File: src/rtl/core/pglc_pkg.sv
// Shared types, codes, constants and the servo clamp function of the PIN gate lock controller.
package pglc_pkg;

    localparam int KEY_W   = 5;
    localparam int COUNT_W = 16;
    localparam int PULSE_W = 11;
    localparam int ACC_W   = 12;
    localparam int DIST_W  = 12;
    localparam int NEAR_W  = 8;
    localparam int PIN_W   = 16;
    localparam int MODE_W  = 2;
    localparam int EVENT_W = 2;
    localparam int DIG_W   = 3;
    localparam int RUN_W   = 6;
    localparam int PROD_W  = 34;

    // Key codes.
    localparam logic [KEY_W-1:0] KEY_DIGIT0 = 5'd1;
    localparam logic [KEY_W-1:0] KEY_DIGIT9 = 5'd10;
    localparam logic [KEY_W-1:0] KEY_CLEAR  = 5'd11;
    localparam logic [KEY_W-1:0] KEY_ENTER  = 5'd12;
    localparam logic [KEY_W-1:0] KEY_MINUS  = 5'd13;

    // Gate modes.
    localparam logic [MODE_W-1:0] MODE_LOCKED  = 2'd0;
    localparam logic [MODE_W-1:0] MODE_OPEN    = 2'd1;
    localparam logic [MODE_W-1:0] MODE_CLOSING = 2'd2;

    // Event codes.
    localparam logic [EVENT_W-1:0] EV_NONE    = 2'd0;
    localparam logic [EVENT_W-1:0] EV_GRANTED = 2'd1;
    localparam logic [EVENT_W-1:0] EV_DENIED  = 2'd2;
    localparam logic [EVENT_W-1:0] EV_CLOSED  = 2'd3;

    // Configuration register indexes.
    localparam int CFG_INDEX_W = 2;
    localparam logic [CFG_INDEX_W-1:0] REG_PIN_CODE     = 2'd0;
    localparam logic [CFG_INDEX_W-1:0] REG_OPEN_PULSE   = 2'd1;
    localparam logic [CFG_INDEX_W-1:0] REG_CLOSED_PULSE = 2'd2;
    localparam logic [CFG_INDEX_W-1:0] REG_NEAR_LIMIT   = 2'd3;

    localparam logic [PIN_W-1:0]   PIN_RESET    = 16'd4660;
    localparam logic [PULSE_W-1:0] OPEN_RESET   = 11'd1000;
    localparam logic [PULSE_W-1:0] CLOSED_RESET = 11'd2000;
    localparam logic [NEAR_W-1:0]  NEAR_RESET   = 8'd17;
    localparam logic [ACC_W-1:0]   PULSE_RESET  = 12'd2000;

    localparam logic [ACC_W-1:0]   PULSE_STEP = 12'd20;
    localparam logic [RUN_W-1:0]   MAX_RUN    = 6'd50;
    localparam logic [COUNT_W-1:0] ECHO_SAT   = 16'd60001;
    localparam logic [DIST_W-1:0]  NO_ECHO    = 12'd999;

    // Divide by 27: ceil(2^22 / 27) is exact for every count below 2^16.
    localparam logic [17:0] DIV_MULT  = 18'd155345;
    localparam int          DIV_SHIFT = 22;

    typedef struct packed {
        logic capture;
        logic mul;
        logic exec_pass;
        logic run_init;
        logic run_step;
    } cmd_t;

    typedef struct packed {
        logic grant;
        logic out_free;
        logic run_last;
    } status_t;

    function automatic logic [PULSE_W-1:0] servo_clamp(
        input logic [ACC_W-1:0]   pulse,
        input logic [PULSE_W-1:0] lo,
        input logic [PULSE_W-1:0] hi
    );
        logic [ACC_W-1:0] p;
        p = pulse;
        if (p < {1'b0, lo})
        begin
            p = {1'b0, lo};
        end
        if (p > {1'b0, hi})
        begin
            p = {1'b0, hi};
        end
        return p[PULSE_W-1:0];
    endfunction

endpackage

File: src/rtl/core/pglc_ctrl.sv
// Sequencing state machine of the PIN gate lock controller.
module pglc_ctrl (
    input  logic              clk,
    input  logic              rst_n,
    input  logic              s_tvalid,
    output logic              s_tready,
    input  pglc_pkg::status_t status,
    output pglc_pkg::cmd_t    cmd
);

    localparam logic [1:0] ST_IDLE = 2'd0;
    localparam logic [1:0] ST_MUL  = 2'd1;
    localparam logic [1:0] ST_EXEC = 2'd2;
    localparam logic [1:0] ST_RUN  = 2'd3;

    logic [1:0] state_reg;
    logic [1:0] state_next;

    always_comb
    begin
        state_next = state_reg;
        cmd        = '0;
        s_tready   = 1'b0;
        unique case (state_reg)
            ST_IDLE:
            begin
                s_tready = 1'b1;
                if (s_tvalid)
                begin
                    cmd.capture = 1'b1;
                    state_next  = ST_MUL;
                end
            end
            ST_MUL:
            begin
                cmd.mul    = 1'b1;
                state_next = ST_EXEC;
            end
            ST_EXEC:
            begin
                // A matching PIN turns into a run of servo steps.
                if (status.grant)
                begin
                    cmd.run_init = 1'b1;
                    state_next   = ST_RUN;
                end
                else if (status.out_free)
                begin
                    cmd.exec_pass = 1'b1;
                    state_next    = ST_IDLE;
                end
            end
            ST_RUN:
            begin
                if (status.out_free)
                begin
                    cmd.run_step = 1'b1;
                    if (status.run_last)
                    begin
                        state_next = ST_IDLE;
                    end
                end
            end
            default:
            begin
                state_next = ST_IDLE;
            end
        endcase
    end

    always_ff @(posedge clk or negedge rst_n)
    begin
        if (!rst_n)
        begin
            state_reg <= ST_IDLE;
        end
        else
        begin
            state_reg <= state_next;
        end
    end

endmodule

File: src/rtl/core/pglc_datapath.sv
// Gate state, configuration registers, distance divider and output register.
module pglc_datapath #(
    parameter int PIN_LENGTH = 4
) (
    input  logic                                 clk,
    input  logic                                 rst_n,
    input  logic                                 cfg_valid,
    input  logic [pglc_pkg::CFG_INDEX_W-1:0]     cfg_index,
    input  logic [pglc_pkg::PIN_W-1:0]           cfg_data,
    input  logic [pglc_pkg::KEY_W-1:0]           key_code,
    input  logic                                 echo_timeout,
    input  logic [pglc_pkg::COUNT_W-1:0]         echo_count,
    input  pglc_pkg::cmd_t                       cmd,
    output pglc_pkg::status_t                    status,
    input  logic                                 out_ready,
    output logic                                 out_valid,
    output logic [pglc_pkg::PULSE_W-1:0]         servo_pulse,
    output logic                                 led_on,
    output logic [pglc_pkg::MODE_W-1:0]          gate_mode,
    output logic [pglc_pkg::DIG_W-1:0]           digits_entered,
    output logic [pglc_pkg::EVENT_W-1:0]         event_code,
    output logic [pglc_pkg::DIST_W-1:0]          distance_cm,
    output logic                                 last_result
);

    localparam int CW = $clog2(PIN_LENGTH + 1);

    // Configuration.
    logic [pglc_pkg::PIN_W-1:0]   pin_code_reg;
    logic [pglc_pkg::PULSE_W-1:0] open_pulse_reg;
    logic [pglc_pkg::PULSE_W-1:0] closed_pulse_reg;
    logic [pglc_pkg::NEAR_W-1:0]  near_limit_reg;

    // Gate state.
    logic [pglc_pkg::MODE_W-1:0]  mode_reg;
    logic [pglc_pkg::MODE_W-1:0]  mode_next;
    logic [pglc_pkg::ACC_W-1:0]   pulse_reg;
    logic [pglc_pkg::ACC_W-1:0]   pulse_next;
    logic [CW-1:0]                count_reg;
    logic [CW-1:0]                count_next;
    logic                         lamp_reg;
    logic                         lamp_next;
    logic [3:0]                   digit_reg [PIN_LENGTH];
    logic [pglc_pkg::RUN_W-1:0]   run_cnt_reg;

    // Captured beat and the divider product.
    logic [pglc_pkg::KEY_W-1:0]   key_reg;
    logic                         tmo_reg;
    logic [pglc_pkg::COUNT_W-1:0] cnt_reg;
    logic [pglc_pkg::PROD_W-1:0]  prod_reg;

    // Output register.
    logic                         out_valid_reg;
    logic [pglc_pkg::PULSE_W-1:0] servo_reg;
    logic                         led_reg;
    logic [pglc_pkg::MODE_W-1:0]  gmode_reg;
    logic [pglc_pkg::DIG_W-1:0]   digits_reg;
    logic [pglc_pkg::EVENT_W-1:0] event_reg;
    logic [pglc_pkg::DIST_W-1:0]  dist_reg;
    logic                         last_reg;

    logic [pglc_pkg::COUNT_W-1:0] cnt_sat;
    logic [pglc_pkg::DIST_W-1:0]  dist_meas;
    logic [pglc_pkg::DIST_W-1:0]  pass_dist;
    logic [pglc_pkg::EVENT_W-1:0] pass_event;
    logic                         wr_digit;
    logic [31:0]                  pin_ext;
    logic                         match;
    logic                         step_down;
    logic [pglc_pkg::ACC_W-1:0]   pulse_dn;
    logic [pglc_pkg::ACC_W-1:0]   run_pulse;
    logic [pglc_pkg::RUN_W-1:0]   run_cnt_inc;
    logic                         run_last;
    logic                         out_free;

    assign cnt_sat   = (cnt_reg > pglc_pkg::ECHO_SAT) ? pglc_pkg::ECHO_SAT : cnt_reg;
    assign dist_meas = tmo_reg ? pglc_pkg::NO_ECHO
                               : prod_reg[pglc_pkg::PROD_W-1:pglc_pkg::DIV_SHIFT];

    // PIN compare: slot i holds the digit found in nibble PIN_LENGTH-1-i.
    assign pin_ext = {16'd0, pin_code_reg};

    always_comb
    begin
        match = (count_reg == CW'(PIN_LENGTH));
        for (int i = 0; i < PIN_LENGTH; i++)
        begin
            if (digit_reg[i] != pin_ext[(PIN_LENGTH - 1 - i) * 4 +: 4])
            begin
                match = 1'b0;
            end
        end
    end

    assign status.grant = (mode_reg != pglc_pkg::MODE_OPEN)
                       && (mode_reg != pglc_pkg::MODE_CLOSING)
                       && (key_reg == pglc_pkg::KEY_ENTER) && match;

    // One ordinary pass.
    always_comb
    begin
        mode_next  = mode_reg;
        pulse_next = pulse_reg;
        count_next = count_reg;
        lamp_next  = lamp_reg;
        pass_event = pglc_pkg::EV_NONE;
        pass_dist  = '0;
        wr_digit   = 1'b0;
        unique case (mode_reg)
            pglc_pkg::MODE_OPEN:
            begin
                pass_dist = dist_meas;
                if ((dist_meas != '0) && (dist_meas < {4'd0, near_limit_reg}))
                begin
                    lamp_next = 1'b1;
                    mode_next = pglc_pkg::MODE_CLOSING;
                end
                if (key_reg == pglc_pkg::KEY_MINUS)
                begin
                    mode_next = pglc_pkg::MODE_CLOSING;
                end
            end
            pglc_pkg::MODE_CLOSING:
            begin
                if (pulse_reg < {1'b0, closed_pulse_reg})
                begin
                    pulse_next = pulse_reg + pglc_pkg::PULSE_STEP;
                end
                else
                begin
                    lamp_next  = 1'b0;
                    mode_next  = pglc_pkg::MODE_LOCKED;
                    count_next = '0;
                    pass_event = pglc_pkg::EV_CLOSED;
                end
            end
            default:
            begin
                mode_next = pglc_pkg::MODE_LOCKED;
                if ((key_reg >= pglc_pkg::KEY_DIGIT0) && (key_reg <= pglc_pkg::KEY_DIGIT9))
                begin
                    if (count_reg < CW'(PIN_LENGTH))
                    begin
                        wr_digit   = 1'b1;
                        count_next = count_reg + 1'b1;
                    end
                end
                else if (key_reg == pglc_pkg::KEY_CLEAR)
                begin
                    count_next = '0;
                end
                else if (key_reg == pglc_pkg::KEY_ENTER)
                begin
                    pass_event = pglc_pkg::EV_DENIED;
                    count_next = '0;
                end
            end
        endcase
    end

    // One step of the opening run; the step that ends the run is its final beat.
    assign step_down   = pulse_reg > {1'b0, open_pulse_reg};
    assign pulse_dn    = (pulse_reg >= pglc_pkg::PULSE_STEP) ? pulse_reg - pglc_pkg::PULSE_STEP
                                                             : '0;
    assign run_pulse   = step_down ? pulse_dn : pulse_reg;
    assign run_cnt_inc = run_cnt_reg + 1'b1;
    assign run_last    = !(run_pulse > {1'b0, open_pulse_reg})
                      || (run_cnt_inc == pglc_pkg::MAX_RUN);

    assign out_free        = !out_valid_reg || out_ready;
    assign status.out_free = out_free;
    assign status.run_last = run_last;

    always_ff @(posedge clk or negedge rst_n)
    begin
        if (!rst_n)
        begin
            pin_code_reg     <= pglc_pkg::PIN_RESET;
            open_pulse_reg   <= pglc_pkg::OPEN_RESET;
            closed_pulse_reg <= pglc_pkg::CLOSED_RESET;
            near_limit_reg   <= pglc_pkg::NEAR_RESET;
        end
        else if (cfg_valid)
        begin
            unique case (cfg_index)
                pglc_pkg::REG_PIN_CODE:     pin_code_reg     <= cfg_data;
                pglc_pkg::REG_OPEN_PULSE:   open_pulse_reg   <= cfg_data[pglc_pkg::PULSE_W-1:0];
                pglc_pkg::REG_CLOSED_PULSE: closed_pulse_reg <= cfg_data[pglc_pkg::PULSE_W-1:0];
                pglc_pkg::REG_NEAR_LIMIT:   near_limit_reg   <= cfg_data[pglc_pkg::NEAR_W-1:0];
                default:                    pin_code_reg     <= pin_code_reg;
            endcase
        end
    end

    always_ff @(posedge clk or negedge rst_n)
    begin
        if (!rst_n)
        begin
            mode_reg      <= pglc_pkg::MODE_LOCKED;
            pulse_reg     <= pglc_pkg::PULSE_RESET;
            count_reg     <= '0;
            lamp_reg      <= 1'b0;
            run_cnt_reg   <= '0;
            out_valid_reg <= 1'b0;
        end
        else
        begin
            if (cmd.run_init)
            begin
                run_cnt_reg <= '0;
            end
            if (cmd.exec_pass)
            begin
                mode_reg      <= mode_next;
                pulse_reg     <= pulse_next;
                count_reg     <= count_next;
                lamp_reg      <= lamp_next;
                out_valid_reg <= 1'b1;
            end
            else if (cmd.run_step)
            begin
                pulse_reg     <= run_pulse;
                run_cnt_reg   <= run_cnt_inc;
                out_valid_reg <= 1'b1;
                if (run_last)
                begin
                    mode_reg <= pglc_pkg::MODE_OPEN;
                    lamp_reg <= 1'b0;
                end
            end
            else if (out_ready)
            begin
                out_valid_reg <= 1'b0;
            end
        end
    end

    // Payload registers.
    always_ff @(posedge clk)
    begin
        if (cmd.capture)
        begin
            key_reg <= key_code;
            tmo_reg <= echo_timeout;
            cnt_reg <= echo_count;
        end
        if (cmd.mul)
        begin
            prod_reg <= pglc_pkg::PROD_W'(cnt_sat) * pglc_pkg::PROD_W'(pglc_pkg::DIV_MULT);
        end
        for (int i = 0; i < PIN_LENGTH; i++)
        begin
            if (cmd.exec_pass && wr_digit && (count_reg == CW'(i)))
            begin
                digit_reg[i] <= 4'(key_reg - 5'd1);
            end
        end
        if (cmd.exec_pass)
        begin
            servo_reg  <= pglc_pkg::servo_clamp(pulse_next, open_pulse_reg, closed_pulse_reg);
            led_reg    <= lamp_next;
            gmode_reg  <= mode_next;
            digits_reg <= pglc_pkg::DIG_W'(count_next);
            event_reg  <= pass_event;
            dist_reg   <= pass_dist;
            last_reg   <= 1'b1;
        end
        else if (cmd.run_step)
        begin
            servo_reg  <= pglc_pkg::servo_clamp(run_pulse, open_pulse_reg, closed_pulse_reg);
            led_reg    <= !run_last;
            gmode_reg  <= run_last ? pglc_pkg::MODE_OPEN : pglc_pkg::MODE_LOCKED;
            digits_reg <= pglc_pkg::DIG_W'(count_reg);
            event_reg  <= pglc_pkg::EV_GRANTED;
            dist_reg   <= '0;
            last_reg   <= run_last;
        end
    end

    assign out_valid      = out_valid_reg;
    assign servo_pulse    = servo_reg;
    assign led_on         = led_reg;
    assign gate_mode      = gmode_reg;
    assign digits_entered = digits_reg;
    assign event_code     = event_reg;
    assign distance_cm    = dist_reg;
    assign last_result    = last_reg;

endmodule

File: src/rtl/core/pin_gate_lock_controller_unit.sv
// Top level of the PIN gate lock controller: stream ports, controller and datapath.
//
//  Channel   Direction  Handshake             Beat contents
//  s_*       in         s_tvalid / s_tready   one loop pass: key, echo timeout, echo count
//  m_*       out        m_tvalid / m_tready   one result; m_tlast marks the pass's final beat
//  cfg_*     in         cfg_valid / cfg_ready register write: cfg_index, cfg_data
//
// A pass runs through capture, divide-by-27 multiply and update, plus any wait on m_tready.
// An accepted PIN turns the update into one beat per servo step, 1 to 50 beats, each gated by m_tready.
// The next beat is accepted once the controller is back in idle; a waiting result is held
// in the output register meanwhile. Reset is asynchronous, active low, and takes effect
// at once; no clearing pass follows it. Configuration writes are taken in every cycle.
module pin_gate_lock_controller_unit #(
    parameter int PIN_LENGTH = 4
) (
    input  logic        clk,
    input  logic        rst_n,
    input  logic        s_tvalid,
    output logic        s_tready,
    input  logic [23:0] s_tdata,    // key_code[4:0], echo_timeout[5], echo_count[21:6]
    output logic        m_tvalid,
    input  logic        m_tready,
    output logic [31:0] m_tdata,    // servo_pulse[10:0], led_on[11], gate_mode[13:12],
                                    // digits_entered[16:14], event_code[18:17],
                                    // distance_cm[30:19], zero[31]
    output logic        m_tlast,
    input  logic        cfg_valid,
    output logic        cfg_ready,
    input  logic [1:0]  cfg_index,
    input  logic [15:0] cfg_data
);

    pglc_pkg::cmd_t    cmd;
    pglc_pkg::status_t status;

    logic [pglc_pkg::PULSE_W-1:0] servo_pulse;
    logic                         led_on;
    logic [pglc_pkg::MODE_W-1:0]  gate_mode;
    logic [pglc_pkg::DIG_W-1:0]   digits_entered;
    logic [pglc_pkg::EVENT_W-1:0] event_code;
    logic [pglc_pkg::DIST_W-1:0]  distance_cm;

    assign cfg_ready = 1'b1;

    pglc_ctrl u_ctrl (
        .clk      (clk),
        .rst_n    (rst_n),
        .s_tvalid (s_tvalid),
        .s_tready (s_tready),
        .status   (status),
        .cmd      (cmd)
    );

    pglc_datapath #(
        .PIN_LENGTH (PIN_LENGTH)
    ) u_datapath (
        .clk            (clk),
        .rst_n          (rst_n),
        .cfg_valid      (cfg_valid),
        .cfg_index      (cfg_index),
        .cfg_data       (cfg_data),
        .key_code       (s_tdata[4:0]),
        .echo_timeout   (s_tdata[5]),
        .echo_count     (s_tdata[21:6]),
        .cmd            (cmd),
        .status         (status),
        .out_ready      (m_tready),
        .out_valid      (m_tvalid),
        .servo_pulse    (servo_pulse),
        .led_on         (led_on),
        .gate_mode      (gate_mode),
        .digits_entered (digits_entered),
        .event_code     (event_code),
        .distance_cm    (distance_cm),
        .last_result    (m_tlast)
    );

    assign m_tdata = {1'b0, distance_cm, event_code, digits_entered, gate_mode, led_on,
                      servo_pulse};

    // The controller never loads the output register while it holds a beat that m_tready does not take.
    assert_step_free: assert property (@(posedge clk) disable iff (!rst_n)
        (cmd.run_step || cmd.exec_pass) |-> status.out_free)
        else $error("result loaded into a busy output register");

    // Only one pass is in flight.
    assert_one_item: assert property (@(posedge clk) disable iff (!rst_n)
        (s_tvalid && s_tready) |=> !s_tready)
        else $error("beat accepted while a pass is in progress");

    // A granted entry goes through the run, never through an ordinary pass.
    assert_grant_run: assert property (@(posedge clk) disable iff (!rst_n)
        cmd.exec_pass |-> !status.grant)
        else $error("ordinary pass taken on a matching PIN");

    // A run step shows up on the output with the matching final-beat mark.
    assert_run_last: assert property (@(posedge clk) disable iff (!rst_n)
        cmd.run_step |=> (m_tvalid && (m_tlast == $past(status.run_last))))
        else $error("run step not presented with its final-beat mark");

endmodule
File: config.mk
export PLATFORM = sky130hd
export DESIGN_NAME = pin_gate_lock_controller_unit
export DESIGN_NICKNAME = d
export VERILOG_FILES = /design/src/rtl/core/pglc_pkg.sv /design/src/rtl/core/pglc_ctrl.sv /design/src/rtl/core/pglc_datapath.sv /design/src/rtl/core/pin_gate_lock_controller_unit.sv
export SDC_FILE = /design/constraint.sdc
export NUM_CORES = 1
export LEC_CHECK = 0
export BUFFER_PORTS_ARGS = -buffer_cell sky130_fd_sc_hd__clkbuf_2
export CELL_PAD_IN_SITES_DETAIL_PLACEMENT = 1
export CELL_PAD_IN_SITES_GLOBAL_PLACEMENT = 1
export CORE_MARGIN = 2
export CORE_UTILIZATION = 45
export CTS_BUF_LIST = sky130_fd_sc_hd__clkbuf_8
export CTS_CLUSTER_SIZE = 12
export DETAILED_ROUTE_END_ITERATION = 6
export MAX_ROUTING_LAYER = met4
export PLACE_DENSITY_LB_ADDON = 0.1
export SLEW_MARGIN = 20
export SYNTH_ARGS = -nofsm -noshare
export SYNTH_HDL_FRONTEND = slang
export SYNTH_SLANG_ARGS = --single-unit
File: constraint.sdc
create_clock -name clk -period 7.1 [get_ports clk]
set_clock_uncertainty 0.2 [all_clocks]
set_input_delay 1.775 -clock clk [delete_from_list [all_inputs] [get_ports clk]]
set_output_delay 1.775 -clock clk [all_outputs]
set_load 0.005 [all_outputs]
==> results.yml <==
yosys:
  synthCells: 1344
  postSynthAreaPerCell_um2: 10.4
  synth_seq_area_share_pct: 30.7
  synth-edff-count: 81
  async_flop_share_pct: 47.1
  ys_warn_count: 0
  netlist_area_mm2: 0.0140
  ys_ff_latch: 155
  synth_cell_types: 75
  synth_flop_cell: "edfxtp_1"
  syn_nets: 1683
critical_path:
  cpMaxStageDelayCell: "fa_2"
  cp_max_fo: 6
  start_kind: "flip-flop"
  path_delay_family: "adder cells"
  critPathCaptureType: "flip-flop"
  path_cells: "or4_4 -> or3_4 -> a31oi_4 -> buf_6 -> buf_4 -> nand2_2 -> fa_2 -> fa_2 -> inv_1 -> fa_1 -> fa_2 -> fa_1 -> inv_1 -> fa_1 -> inv_1 -> ha_1 -> nand4_1 -> buf_4 -> nor2_2 -> or3_4 -> or4_4 -> a211oi_2 -> nor2_1"
  startpoint: "u_datapath.cnt_reg[3]"
  reg2reg_slack_ps: -190
  regToRegStartpoint: "u_datapath.cnt_reg[3]"
  critical_path_class: "reg2reg"
  worst-path-buf-inv: 6
  max_stage_delay_ps: 580
  required_ps: 7120
  crit_arrival_ps: 7300
placed_design:
  dpl.hpwl_mm: 32.7
  dp.cells: 1878
  gp_congestion: 0.893
  port_buffers: 78
floorplanning:
  ioPinCount: 83
  die_y_um: 181
  start_util_pct: 45.8
  die_w_um: 181
  rows: 64
  coreArea_mm2: 0.0307
  die_area_mm2: 0.0326
detailed_routing:
  first_pass_iters: 5
  finalWirelength_mm: 40.1
  vias: 10576
  drc: 0
  drt_iter0_markers: 399
  ant_nets: 0
  avgRoutedWirePerCell_um: 20.8
  viasPerCell: 5.49
min_path:
  hold_path_class: "reg2reg"
  worstHoldStart: "u_datapath.near_limit_reg[6]"
global_route:
  grt_overflow_total: 0
  grt_util_met2_pct: 44.5
  grt_pass1_vias: 11710
  grtUsageMet3_pct: 3.76
  track_usage_pct: 25.9
  grt.busiest_layer: "met2"
  grt_max_degree: 74
  grt_use_met1_pct: 29.9
  grt_pass1_wl_mm: 63.2
  antenna_found_initial: 1
timing:
  finalHoldViolCount: 0
  rsz0062_at_grt: "yes"
  timing.final.crit_share_pct: 103
  setup_slack_ps: -186
  fin_crit_ps: 7290
  max_slew_margin_pct: 28.4
  slew_violations: 0
  tightestPinTransition_ps: 1070
  setup_violations: 10
  fmax_ghz: 0.137
cells_and_area:
  drive_gt1_share_pct: 25.2
  layout.cells.non_filler: 1927
  syn_to_final_growth_pct: 16.0
  seq_area_mm2: 0.00431
  fillers: 3445
  multi_input_area_mm2: 0.00900
  nNetsFinal: 1856
clock_network:
  cts-buffers-inserted: 17
  clk_latency_ps: 510
  postCtsHoldBufs: 0
  htree_levels: 4
  clk_pin_slew_ps: 100
  root_buffer: "clkbuf_8"
  cts.sinks: 155
  cts_tree: "yes"
  clockBufferDepth: 2
flow_run:
  cap_viol_max_count: 0
status:
  failed_checks: "negative setup slack"
  run_status: "complete, but fails checks"
Yosys cell counts (22+ instances only):
| library cell | number | area share [%] |
|---|---|---|
| nor3_1 | 24 | 0.86 |
| mux2_2 | 53 | 4.3 |
| fa_1 | 89 | 13 |
| dfstp_2 | 25 | 4.7 |
| xor2_1 | 22 | 1.4 |
| nand2_1 | 58 | 1.6 |
| a21oi_1 | 42 | 1.5 |
| edfxtp_1 | 81 | 17 |
| ha_1 | 203 | 18 |
| clkbuf_1 | 25 | 0.67 |
| nor2_1 | 58 | 1.6 |
| xnor2_1 | 27 | 1.7 |
| inv_1 | 218 | 5.8 |
| nand3_1 | 24 | 0.86 |
| o21ai_0 | 39 | 1.4 |
| dfrtp_1 | 48 | 8.6 |
metal layers:
layer  vias to the layer above  routed length (um)
li1                       5045                   -
met1                      5292               16500
met2                       158               20400
met4                         0                1940
met3                        81                1220
met5                         -                   0
cell usage in the layout, fill, tap and decap left out, types with 9 or more instances in the layout:
cell,n
inv_1,210
ha_1,200
buf_4,106
fa_1,85
edfxtp_1,81
clkbuf_2,77
nand2_1,54
nor2_1,54
mux2_2,53
dfrtp_1,48
a21oi_1,36
o21ai_0,35
xnor2_1,27
dfstp_2,25
nand3_1,24
nor3_1,23
xor2_1,22
mux2i_1,20
a21o_1,19
a211oi_1,18
o21a_1,17
nand4_1,17
clkbuf_8,17
and3_1,16
nor2b_1,14
o211ai_1,13
and2_1,13
or2_2,12
nand2b_1,9
inv_2,9
a221oi_2,9
what timing repair did:
action,in CTS,in global routing
endpoints found under the hold margin,0,0
resized for setup,48,16
setup endpoints to repair,11,22
setup buffers,10,6
pin swaps,39,24
final cells by class:
type                       count  area share [%]
antenna                        1          0.0154
clock buffer                  17            1.44
clock inverter                15           0.861
inverter                     218            5.02
multi-input combinational    936            55.3
sequential                   155            26.5
tap                          396            3.04
timing repair buffer         189            7.88
cells by family (layout without fill, tap and decap cells):
group	Yosys count	after routing	share of synthesized area (%)
AO/OA/AOI/OAI	223	223	11.4
flip-flops	155	155	30.7
multiplexers	73	73	5.68
adder cells (fa/ha/maj)	292	292	30.8
buffers and inverters	253	439	7.02
XOR/XNOR	49	49	3.06
AND/OR/NAND/NOR	297	297	11.3
other	2	3	0.0535
worst reg2reg max path, delay by kind of cell (launching register included):
family,cells,cell delay [ps]
fa+ha+maj,7,3220
simple gates,8,2120
buf+inv,6,580
compound gates,2,530
flops,1,410
final timing paths:
check,to,cells past startpoint
max,u_datapath.prod_reg[25],23
min,u_datapath.near_limit_reg[6],1
max reg2reg,u_datapath.prod_reg[25],23
min reg2reg,u_datapath.near_limit_reg[6],1
max in group asynchronous,u_datapath.pin_code_reg[11],1
min in group asynchronous,u_datapath.out_valid,1
through the flow:
step | area [um^2] | TNS (ps) | hold WS, ps | setup WS, ps | util (%)
after CTS | 16200 | -951 | 331 | -177 | 52.7
final | 16300 | -883 | 325 | -186 | 53.1
after detailed placement | 15500 | -1920 | 300 | -262 | 50.7
after floorplan | 14100 | 0 | 279 | 11.7 | -
after global placement | 15500 | -771 | 291 | -146 | 50.7
after global routing | 16300 | -3530 | 347 | -393 | 53.1
Power is not shown: default switching activity piles up to over one toggle a cycle in this logic, so the estimate is an artifact.
